==> src/design/mcr_pkg.sv <==
`default_nettype none

package mcr_pkg;

  // Eight-way symmetry: one octant point gives eight mirrored pixels.
  localparam int MirrorCount = 8;
  localparam int PhaseBits   = $clog2(MirrorCount);

  typedef logic [PhaseBits-1:0] phase_t;

  localparam phase_t LastPhase = phase_t'(MirrorCount - 1);

  // Input word kinds, carried on in_tuser.
  typedef enum logic {
    FUNC_START   = 1'b0,
    FUNC_ADVANCE = 1'b1
  } func_t;

  // How one mirrored pixel is formed from the octant offsets.
  // swap: x offset taken from y and y offset from x; neg_*: negate that offset.
  typedef struct packed {
    logic swap;
    logic neg_x;
    logic neg_y;
  } mirror_t;

  // Flags that travel with a queued point.
  typedef struct packed {
    logic valid;  // the job carries a point (otherwise nothing was left)
    logic done;   // no point remains after this one
  } job_flags_t;

  // Output order: (+x,+y) (+x,-y) (+y,+x) (-y,+x) (-x,+y) (-x,-y) (+y,-x) (-y,-x).
  function automatic mirror_t mirror_of(phase_t ph);
    mirror_t m;
    unique case (ph)
      3'd0: m = '{swap: 1'b0, neg_x: 1'b0, neg_y: 1'b0};
      3'd1: m = '{swap: 1'b0, neg_x: 1'b0, neg_y: 1'b1};
      3'd2: m = '{swap: 1'b1, neg_x: 1'b0, neg_y: 1'b0};
      3'd3: m = '{swap: 1'b1, neg_x: 1'b1, neg_y: 1'b0};
      3'd4: m = '{swap: 1'b0, neg_x: 1'b1, neg_y: 1'b0};
      3'd5: m = '{swap: 1'b0, neg_x: 1'b1, neg_y: 1'b1};
      3'd6: m = '{swap: 1'b1, neg_x: 1'b0, neg_y: 1'b1};
      3'd7: m = '{swap: 1'b1, neg_x: 1'b1, neg_y: 1'b1};
    endcase
    return m;
  endfunction

endpackage

`default_nettype wire

==> src/design/mcr_front.sv <==
`default_nettype none

module mcr_front
  import mcr_pkg::*;
#(
  parameter int COORD_BITS  = 12,
  parameter int RADIUS_BITS = 9,
  localparam int OffBits    = RADIUS_BITS + 1,
  localparam int DecBits    = RADIUS_BITS + 4
) (
  input  wire logic                   clk,
  input  wire logic                   rst_n,
  // Incoming words
  input  wire logic                   in_valid,
  output      logic                   in_ready,
  input  wire logic                   in_func,
  input  wire logic [COORD_BITS-1:0]  in_cx,
  input  wire logic [COORD_BITS-1:0]  in_cy,
  input  wire logic [RADIUS_BITS-1:0] in_radius,
  // Point jobs toward the queue
  output      logic                   job_valid,
  input  wire logic                   job_ready,
  output      logic [OffBits-1:0]     job_x,
  output      logic [OffBits-1:0]     job_y,
  output      logic [COORD_BITS-1:0]  job_cx,
  output      logic [COORD_BITS-1:0]  job_cy,
  output      job_flags_t             job_flags
);

  logic [COORD_BITS-1:0] cx_r, cx_nxt;
  logic [COORD_BITS-1:0] cy_r, cy_nxt;
  logic [OffBits-1:0]    ox_r, ox_nxt;
  logic [OffBits-1:0]    oy_r, oy_nxt;
  logic [DecBits-1:0]    dec_r, dec_nxt;

  logic               accept;
  logic               is_advance;
  logic               has_point;
  logic [DecBits-1:0] twice_x;
  logic [DecBits-1:0] twice_y;
  logic [DecBits-1:0] dec_step;
  logic [OffBits-1:0] ox_step;
  logic [OffBits-1:0] oy_step;

  // Every word waits for queue room, so a start never overtakes queued points.
  assign in_ready   = job_ready;
  assign accept     = in_valid && in_ready;
  assign is_advance = (func_t'(in_func) == FUNC_ADVANCE);
  assign has_point  = (ox_r < oy_r);

  // Midpoint decision update from the offsets before the step.
  assign twice_x = DecBits'(ox_r) << 1;
  assign twice_y = DecBits'(oy_r) << 1;
  always_comb begin
    if (dec_r[DecBits-1]) begin
      dec_step = dec_r + twice_x + DecBits'(3);
      oy_step  = oy_r;
    end else begin
      dec_step = dec_r + twice_x - twice_y + DecBits'(5);
      oy_step  = oy_r - OffBits'(1);
    end
  end
  assign ox_step = ox_r + OffBits'(1);

  // A job goes out for every advance word, with or without a point.
  assign job_valid       = accept && is_advance;
  assign job_x           = ox_r;
  assign job_y           = oy_r;
  assign job_cx          = cx_r;
  assign job_cy          = cy_r;
  assign job_flags.valid = has_point;
  assign job_flags.done  = has_point ? !(ox_step < oy_step) : 1'b1;

  // Circle state next value.
  always_comb begin
    cx_nxt  = cx_r;
    cy_nxt  = cy_r;
    ox_nxt  = ox_r;
    oy_nxt  = oy_r;
    dec_nxt = dec_r;
    if (accept) begin
      if (!is_advance) begin
        cx_nxt  = in_cx;
        cy_nxt  = in_cy;
        ox_nxt  = '0;
        oy_nxt  = OffBits'(in_radius);
        dec_nxt = DecBits'(1) - DecBits'(in_radius);
      end else if (has_point) begin
        ox_nxt  = ox_step;
        oy_nxt  = oy_step;
        dec_nxt = dec_step;
      end
    end
  end

  always_ff @(posedge clk) begin
    if (!rst_n) begin
      cx_r  <= '0;
      cy_r  <= '0;
      ox_r  <= '0;
      oy_r  <= '0;
      dec_r <= '0;
    end else begin
      cx_r  <= cx_nxt;
      cy_r  <= cy_nxt;
      ox_r  <= ox_nxt;
      oy_r  <= oy_nxt;
      dec_r <= dec_nxt;
    end
  end

endmodule

`default_nettype wire

==> src/design/mcr_queue.sv <==
`default_nettype none

module mcr_queue #(
  parameter int WIDTH = 1
) (
  input  wire logic             clk,
  input  wire logic             rst_n,
  input  wire logic             push_valid,
  output      logic             push_ready,
  input  wire logic [WIDTH-1:0] push_data,
  output      logic             pop_valid,
  input  wire logic             pop_ready,
  output      logic [WIDTH-1:0] pop_data
);

  // Two-entry queue between the front and the back end.
  logic [WIDTH-1:0] slots_r [2];
  logic             wr_ptr_r, wr_ptr_nxt;
  logic             rd_ptr_r, rd_ptr_nxt;
  logic [1:0]       count_r, count_nxt;
  logic             do_push;
  logic             do_pop;

  assign push_ready = (count_r != 2'd2);
  assign pop_valid  = (count_r != 2'd0);
  assign pop_data   = slots_r[rd_ptr_r];
  assign do_push    = push_valid && push_ready;
  assign do_pop     = pop_valid && pop_ready;

  always_comb begin
    wr_ptr_nxt = do_push ? !wr_ptr_r : wr_ptr_r;
    rd_ptr_nxt = do_pop ? !rd_ptr_r : rd_ptr_r;
    count_nxt  = count_r + 2'(do_push) - 2'(do_pop);
  end

  always_ff @(posedge clk) begin
    if (!rst_n) begin
      wr_ptr_r <= 1'b0;
      rd_ptr_r <= 1'b0;
      count_r  <= 2'd0;
    end else begin
      wr_ptr_r <= wr_ptr_nxt;
      rd_ptr_r <= rd_ptr_nxt;
      count_r  <= count_nxt;
    end
  end

  // Storage needs no reset.
  always_ff @(posedge clk) begin
    if (do_push) begin
      slots_r[wr_ptr_r] <= push_data;
    end
  end

endmodule

`default_nettype wire

==> src/design/mcr_back.sv <==
`default_nettype none

module mcr_back
  import mcr_pkg::*;
#(
  parameter int COORD_BITS  = 12,
  parameter int RADIUS_BITS = 9,
  localparam int OffBits    = RADIUS_BITS + 1,
  localparam int PixBits    = COORD_BITS + 1
) (
  input  wire logic                  clk,
  input  wire logic                  rst_n,
  // Point jobs from the queue
  input  wire logic                  job_valid,
  output      logic                  job_ready,
  input  wire logic [OffBits-1:0]    job_x,
  input  wire logic [OffBits-1:0]    job_y,
  input  wire logic [COORD_BITS-1:0] job_cx,
  input  wire logic [COORD_BITS-1:0] job_cy,
  input  wire job_flags_t            job_flags,
  // Pixel words
  output      logic                  out_valid,
  input  wire logic                  out_ready,
  output      logic [PixBits-1:0]    out_px,
  output      logic [PixBits-1:0]    out_py,
  output      logic                  out_pixel_valid,
  output      logic                  out_done,
  output      logic                  out_last
);

  // Current job.
  logic                  active_r, active_nxt;
  phase_t                phase_r, phase_nxt;
  logic [OffBits-1:0]    x_r;
  logic [OffBits-1:0]    y_r;
  logic [COORD_BITS-1:0] cx_r;
  logic [COORD_BITS-1:0] cy_r;
  job_flags_t            flags_r;

  // Output register.
  logic               out_valid_r, out_valid_nxt;
  logic [PixBits-1:0] px_r;
  logic [PixBits-1:0] py_r;
  logic               pv_r;
  logic               done_r;
  logic               last_r;

  logic               emit;
  logic               last_emit;
  logic               load;
  mirror_t            mir;
  logic [OffBits-1:0] mag_x;
  logic [OffBits-1:0] mag_y;
  logic [PixBits-1:0] off_x;
  logic [PixBits-1:0] off_y;
  logic [PixBits-1:0] pix_x;
  logic [PixBits-1:0] pix_y;
  logic               pix_last;

  // A word is produced whenever the output register is free or being drained.
  assign emit      = active_r && (!out_valid_r || out_ready);
  assign pix_last  = !flags_r.valid || (phase_r == LastPhase);
  assign last_emit = emit && pix_last;
  assign load      = job_valid && (!active_r || last_emit);
  assign job_ready = !active_r || last_emit;

  // Mirror selection and offset from the centre, all modulo the pixel width.
  assign mir   = mirror_of(phase_r);
  assign mag_x = mir.swap ? y_r : x_r;
  assign mag_y = mir.swap ? x_r : y_r;
  assign off_x = mir.neg_x ? -PixBits'(mag_x) : PixBits'(mag_x);
  assign off_y = mir.neg_y ? -PixBits'(mag_y) : PixBits'(mag_y);
  assign pix_x = {cx_r[COORD_BITS-1], cx_r} + off_x;
  assign pix_y = {cy_r[COORD_BITS-1], cy_r} + off_y;

  // Job sequencing.
  always_comb begin
    active_nxt = active_r;
    phase_nxt  = phase_r;
    if (load) begin
      active_nxt = 1'b1;
      phase_nxt  = '0;
    end else if (last_emit) begin
      active_nxt = 1'b0;
      phase_nxt  = '0;
    end else if (emit) begin
      phase_nxt = phase_r + phase_t'(1);
    end
  end

  always_comb begin
    out_valid_nxt = out_valid_r;
    if (emit) begin
      out_valid_nxt = 1'b1;
    end else if (out_ready) begin
      out_valid_nxt = 1'b0;
    end
  end

  always_ff @(posedge clk) begin
    if (!rst_n) begin
      active_r    <= 1'b0;
      phase_r     <= '0;
      out_valid_r <= 1'b0;
    end else begin
      active_r    <= active_nxt;
      phase_r     <= phase_nxt;
      out_valid_r <= out_valid_nxt;
    end
  end

  // Job payload capture.
  always_ff @(posedge clk) begin
    if (load) begin
      x_r     <= job_x;
      y_r     <= job_y;
      cx_r    <= job_cx;
      cy_r    <= job_cy;
      flags_r <= job_flags;
    end
  end

  // Output payload; an empty job reports a single word with no pixel.
  always_ff @(posedge clk) begin
    if (emit) begin
      if (flags_r.valid) begin
        px_r   <= pix_x;
        py_r   <= pix_y;
        pv_r   <= 1'b1;
        last_r <= pix_last;
        done_r <= pix_last && flags_r.done;
      end else begin
        px_r   <= '0;
        py_r   <= '0;
        pv_r   <= 1'b0;
        last_r <= 1'b1;
        done_r <= 1'b1;
      end
    end
  end

  assign out_valid       = out_valid_r;
  assign out_px          = px_r;
  assign out_py          = py_r;
  assign out_pixel_valid = pv_r;
  assign out_done        = done_r;
  assign out_last        = last_r;

  // A mid-job phase only exists while a job is active.
  a_phase_active : assert property (@(posedge clk) disable iff (!rst_n)
    (phase_r != '0) |-> active_r)
    else $error("mcr_back: nonzero phase with no active job");

  // A word without a pixel closes its run and the circle.
  a_empty_word : assert property (@(posedge clk) disable iff (!rst_n)
    (out_valid_r && !pv_r) |-> (last_r && done_r))
    else $error("mcr_back: empty word without last and done");

  // Circle completion is only flagged on the last word of a run.
  a_done_last : assert property (@(posedge clk) disable iff (!rst_n)
    (out_valid_r && done_r) |-> last_r)
    else $error("mcr_back: done flagged before the last word");

  // A loaded job starts at the first mirror.
  a_load_start : assert property (@(posedge clk) disable iff (!rst_n)
    load |=> (active_r && (phase_r == '0)))
    else $error("mcr_back: job load did not restart the phase");

endmodule

`default_nettype wire

==> src/design/midpoint_circle_rasterizer.sv <==
// Midpoint circle rasterizer with eight-way symmetry. A start word (in_tuser = 0) loads the
// center and radius and produces no output; each advance word (in_tuser = 1) produces the eight
// mirrored pixels of the next octant point, one output word per cycle unless out_tready is low,
// with out_tlast on the eighth and circle_done on the eighth of the final point. An advance after
// the last point produces one word with pixel_valid = 0, tlast and circle_done set, and zero
// coordinates. The front end takes one word per cycle while its two-entry point queue has room;
// the back end's single output register emits one pixel per cycle unless out_tready stalls it.
// With the pipeline empty, the first pixel word of an advance passes from the point queue through
// the back end's job registers to its output register after the advance word is accepted.

`default_nettype none

module midpoint_circle_rasterizer
  import mcr_pkg::*;
#(
  parameter int COORD_BITS  = 12,
  parameter int RADIUS_BITS = 9,
  localparam int OffBits     = RADIUS_BITS + 1,
  localparam int PixBits     = COORD_BITS + 1,
  localparam int InDataBits  = ((2 * COORD_BITS + RADIUS_BITS + 7) / 8) * 8,
  localparam int OutDataBits = ((2 * PixBits + 7) / 8) * 8
) (
  input  wire logic                   clk,
  input  wire logic                   rst_n,
  // Input stream
  input  wire logic                   in_tvalid,
  output      logic                   in_tready,
  input  wire logic [InDataBits-1:0]  in_tdata,   // center_x, center_y, radius, zero fill
  input  wire logic                   in_tuser,   // func
  // Output stream
  output      logic                   out_tvalid,
  input  wire logic                   out_tready,
  output      logic [OutDataBits-1:0] out_tdata,  // pixel_x, pixel_y, zero fill
  output      logic [1:0]             out_tuser,  // pixel_valid, circle_done
  output      logic                   out_tlast   // last_of_run
);

  localparam int JobBits = 2 * OffBits + 2 * COORD_BITS + $bits(job_flags_t);

  logic                  push_valid;
  logic                  push_ready;
  logic [OffBits-1:0]    f_x;
  logic [OffBits-1:0]    f_y;
  logic [COORD_BITS-1:0] f_cx;
  logic [COORD_BITS-1:0] f_cy;
  job_flags_t            f_flags;
  logic [JobBits-1:0]    push_data;

  logic                  pop_valid;
  logic                  pop_ready;
  logic [JobBits-1:0]    pop_data;
  logic [OffBits-1:0]    b_x;
  logic [OffBits-1:0]    b_y;
  logic [COORD_BITS-1:0] b_cx;
  logic [COORD_BITS-1:0] b_cy;
  job_flags_t            b_flags;

  logic [PixBits-1:0]    px;
  logic [PixBits-1:0]    py;
  logic                  pix_valid;
  logic                  done;

  // Front end: word intake and circle stepping.
  mcr_front #(
    .COORD_BITS  (COORD_BITS),
    .RADIUS_BITS (RADIUS_BITS)
  ) u_front (
    .clk       (clk),
    .rst_n     (rst_n),
    .in_valid  (in_tvalid),
    .in_ready  (in_tready),
    .in_func   (in_tuser),
    .in_cx     (in_tdata[COORD_BITS-1:0]),
    .in_cy     (in_tdata[2*COORD_BITS-1:COORD_BITS]),
    .in_radius (in_tdata[2*COORD_BITS+RADIUS_BITS-1:2*COORD_BITS]),
    .job_valid (push_valid),
    .job_ready (push_ready),
    .job_x     (f_x),
    .job_y     (f_y),
    .job_cx    (f_cx),
    .job_cy    (f_cy),
    .job_flags (f_flags)
  );

  assign push_data = {f_flags, f_cy, f_cx, f_y, f_x};

  // Point queue.
  mcr_queue #(
    .WIDTH (JobBits)
  ) u_queue (
    .clk        (clk),
    .rst_n      (rst_n),
    .push_valid (push_valid),
    .push_ready (push_ready),
    .push_data  (push_data),
    .pop_valid  (pop_valid),
    .pop_ready  (pop_ready),
    .pop_data   (pop_data)
  );

  assign {b_flags, b_cy, b_cx, b_y, b_x} = pop_data;

  // Back end: mirrored pixel emission.
  mcr_back #(
    .COORD_BITS  (COORD_BITS),
    .RADIUS_BITS (RADIUS_BITS)
  ) u_back (
    .clk             (clk),
    .rst_n           (rst_n),
    .job_valid       (pop_valid),
    .job_ready       (pop_ready),
    .job_x           (b_x),
    .job_y           (b_y),
    .job_cx          (b_cx),
    .job_cy          (b_cy),
    .job_flags       (b_flags),
    .out_valid       (out_tvalid),
    .out_ready       (out_tready),
    .out_px          (px),
    .out_py          (py),
    .out_pixel_valid (pix_valid),
    .out_done        (done),
    .out_last        (out_tlast)
  );

  assign out_tdata = OutDataBits'({py, px});
  assign out_tuser = {done, pix_valid};

endmodule

`default_nettype wire

==> config.mk <==
export PLATFORM = sky130hd
export DESIGN_NAME = midpoint_circle_rasterizer
export DESIGN_NICKNAME = d
export VERILOG_FILES = /design/src/design/mcr_pkg.sv /design/src/design/mcr_front.sv /design/src/design/mcr_queue.sv /design/src/design/mcr_back.sv /design/src/design/midpoint_circle_rasterizer.sv
export SDC_FILE = /design/constraint.sdc
export NUM_CORES = 1
export LEC_CHECK = 0
export ABC_AREA = 1
export BUFFER_PORTS_ARGS = -buffer_cell sky130_fd_sc_hd__buf_2
export CAP_MARGIN = 5
export CORE_MARGIN = 4
export CORE_UTILIZATION = 50
export CTS_CLUSTER_DIAMETER = 80
export CTS_CLUSTER_SIZE = 10
export DETAILED_ROUTE_END_ITERATION = 16
export PLACE_DENSITY = 0.7
export SYNTH_ARGS = -nofsm -noshare
export SYNTH_HDL_FRONTEND = slang
export SYNTH_HIERARCHICAL = 1
export SYNTH_SLANG_ARGS = --single-unit
==> constraint.sdc <==
create_clock -name clk -period 6.9 [get_ports clk]
set_input_delay 1.725 -clock clk [delete_from_list [all_inputs] [get_ports clk]]
set_output_delay 1.725 -clock clk [all_outputs]
set_load 0.05 [all_outputs]
==> impl_summary.log <==
INFO  metric ctsResizeCount = 0
INFO  metric setup-tns-final = 0 ns
INFO  metric fmaxAchievable = 257 MHz
INFO  metric cts_num_sinks = 237
INFO  metric vias = 9430
INFO  metric ys_ff_latch = 237
INFO  metric place_congestion = 0.864
INFO  metric power.net_switching = 2.82 mW
INFO  metric synth.yosys.seq_area_share = 49.0%
INFO  metric detailed_place.area = 13600 um2
INFO  metric vdd_ir_drop_max = 0.302 mV
INFO  metric internal_power_summed_over_all_cells = 3.87 mW
INFO  metric initial_utilization = 51.4%
INFO  metric postCtsHoldBufs = 0
INFO  metric grt_usage = 18.2%
INFO  metric tritoncts = yes
INFO  metric cp_cell_sequence = buf_2 -> inv_1 -> nand2_1 -> nand2_1 -> inv_2 -> nand2_1 -> nand2_1 -> nand2_1 -> inv_1 -> buf_4
INFO  metric fin_cells = 1804
INFO  metric die_area = 28800 um2
INFO  metric row_count = 58
INFO  metric dp.final_hpwl = 19500 um
INFO  metric fp.dieW = 170 um
INFO  metric timing.critical_path.slowest_stage_cell = inv_1
INFO  metric routed_wire_length_per_instance = 14.8 um
INFO  metric tritoncts.num_buffers = 27
INFO  metric final.min_clock_period = 3.89 ns
INFO  metric worst_clock_skew = 0.0168 ns
INFO  metric logic_pwr_share = 47.2%
INFO  metric syn_avg_cell_area = 9.41 um2
INFO  metric clkLatencyLatePin = 0.54 ns
INFO  metric power-per-cell-area = 466 nW/um2
INFO  metric timing.slew.headroom = 37.3%
INFO  metric detail_route.vias_per_cell = 5.23
INFO  metric yosys.cell_types.count = 52
INFO  metric numPlacedInstances = 1755
INFO  metric drc = 0
INFO  metric core_region_area = 25500 um2
INFO  metric quantity_of_i_o_buffers_inserted_on_ports = 68
INFO  metric p_sw_share = 42.1%
INFO  metric timing.critical_path.arrival = 4.09 ns
INFO  metric cts_root_buffer = clkbuf_16
INFO  metric path_class = primary input to register
INFO  metric drtAntennaViolNets = 0
INFO  metric grt_pass1_vias = 8871
INFO  metric detail_route.iter0.violations = 601
INFO  metric synth_enable_flop_cells = 167
INFO  metric post_cts_buffers = 0
INFO  metric layout_setup_ws = 3.01 ns
INFO  metric firstDrtPassIters = 5
INFO  metric report.final.hold_viol_count = 0
INFO  metric power_frac_seq = 33.8%
INFO  metric synth-main-ff-cell = edfxtp_1
INFO  metric ctsHtreeMaxLevel = 1
INFO  metric most_common_cell_after_layout_fill_and_taps_aside = nand2_1
INFO  metric area_growth = 9.84%
INFO  metric antenna_found_initial = 0
INFO  metric setup-violations-final = 0
INFO  metric clk_transition_reported_paths = 0.06 ns
INFO  metric fp.dieH = 170 um
INFO  metric finalMaxSlewViolations = 0
INFO  metric wl = 26700 um
INFO  metric antenna-diode-count = 0
INFO  metric crit_path_max_incr_delay = 0.69 ns
INFO  metric max_cap_viol_count = 0
INFO  metric worstHoldPathType = register to register
INFO  metric grt_remaining_overflow = 0
INFO  metric critical_path_peak_fanout = 32
INFO  metric worst_max_slew_pin_slew = 0.939 ns
INFO  metric design_area = 14400 um2
INFO  metric regToRegSetupSlack = 3.27 ns
INFO  metric run_status = complete, no violations
INFO  metric share_of_synthesized_flip_flops_with_an_asynchronous_set_or_reset = 0%
INFO  metric power_frac_clock = 18.9%
INFO  metric cp-start-kind = primary input
INFO  metric pin_count_of_the_biggest_net_entering_global_routing = 47
INFO  metric place_ws = 2.41 ns
INFO  metric crit_required = 7.10 ns
INFO  metric critPathCaptureType = register
INFO  metric synth.cell_area = 13100 um2
INFO  metric fin_hold_ws = 0.442 ns
INFO  metric yosys_warnings = 6
INFO  metric grt_setup_unrepaired = false
INFO  metric share_of_cells_above_drive_strength_1 = 13.2%
INFO  metric synthCells = 1390
INFO  metric final.period_utilization = 56.3%
INFO  metric path_common_cell = nand2_1
INFO  metric finish.net_count = 1586
INFO  metric layout_common_cells = nand2_1 (279), edfxtp_1 (167), inv_1 (152)
INFO  metric grt_pass1_wl = 43300 um
INFO  metric clk_path_buf_depth = 3
INFO  metric leakagePower = 6.34 nW
INFO  metric io_pins = 82
[cells in the mapped netlist (6+ instances only)]
master      n  area share [%]
mux2_4     40             4.6
buf_4      15            0.86
o21ai_1     8            0.31
o21ai_0   100             3.8
clkbuf_1   15            0.43
nand2_2    10            0.48
xor2_1     32             2.1
nand2_1   279             8.0
inv_2       7            0.20
nand4_1    14            0.67
a21oi_1   100             3.8
inv_1     152             4.4
nand3_2     8            0.61
mux2_2      6            0.52
nor3_1      8            0.31
edfxtp_1  167              38
xnor2_1     8            0.54
ha_1       83             7.9
dfxtp_1    70              11
nor2_1    125             3.6
nand3_1    64             2.4
buf_2       7            0.27
o21bai_1    8            0.46
[flip-flops by register name, summed over array words and instances (netlist names), 3 cells and up, named ones only]
signal,flops
u_back/y_r,10
u_front/job_y,10
u_back/out_px,13
u_back/cx_r,12
u_back/out_py,13
u_back/x_r,10
u_front/job_cx,12
u_front/job_x,10
u_front/job_cy,12
u_back/phase_r,3
u_queue/slots_r,92
u_back/cy_r,12
u_back/mir,3
u_front/dec_r,13
[through the flow]
step,power (mW),util (%)
floorplan,4.77,-
global placement,5.35,53.4
detailed placement,5.43,53.4
CTS,6.73,56.4
global route,7.23,56.4
finish,6.69,56.4
[routing by layer]
layer  global-route usage (%)  vias to the layer above  routed length [um]
li1                         -                     4832                   -
met1                     25.0                     4334               12400
met2                     30.8                      221               12300
met3                     2.10                       43                1330
met4                     5.11                        0                 704
met5                        0                        -                   0
[final cells by class]
type	count	area, um2
Fill cell	2201	11100
Sequential cell	237	6420
Multi-Input combinational cell	953	5770
Clock buffer	47	751
Inverter	159	597
Tap cell	330	413
Timing Repair Buffer	76	400
Clock inverter	2	23.8
[critical path, delay by kind of cell]
kind | cells | cell delay (ns)
and+or+nand+nor | 5 | 0.61
buffers and inverters | 5 | 1.73
[kinds of logic (layout without fill, tap and decap cells)]
family / count (synthesis) / in the layout / synth area share, %
other cells: 1 / 6 / 0.0287
simple gates: 529 / 529 / 17.4
fa+ha+maj: 87 / 87 / 8.55
mux: 46 / 46 / 5.11
buf+inv: 205 / 284 / 7.13
compound gates: 245 / 245 / 10.1
flops: 237 / 237 / 49.0
xor+xnor: 40 / 40 / 2.68
[path summary, 6_finish.rpt]
kind                      from                      to  depth (start not counted)
max                 out_tready           u_back/x_r[6]                         10
min          u_front/job_cx[5]  u_queue/slots_r[0][25]                          0
max reg2reg   u_front/job_x[0]        u_front/dec_r[7]                         19
min reg2reg  u_front/job_cx[5]  u_queue/slots_r[0][25]                          0
[power groups by stage]
| stage | Combinational, mW | Sequential (mW) | Clock [mW] |
|---|---|---|---|
| 4_1_cts | 3.16 | 2.26 | 1.30 |
| 3_3_place_gp | 3.07 | 2.28 | 0 |
| 2_1_floorplan | 2.32 | 2.46 | 0 |
| 5_1_grt | 3.57 | 2.30 | 1.36 |
| 6_report | 3.16 | 2.26 | 1.27 |
| 3_5_place_dp | 3.14 | 2.29 | 0 |
Power figures use the tool's default switching activity.
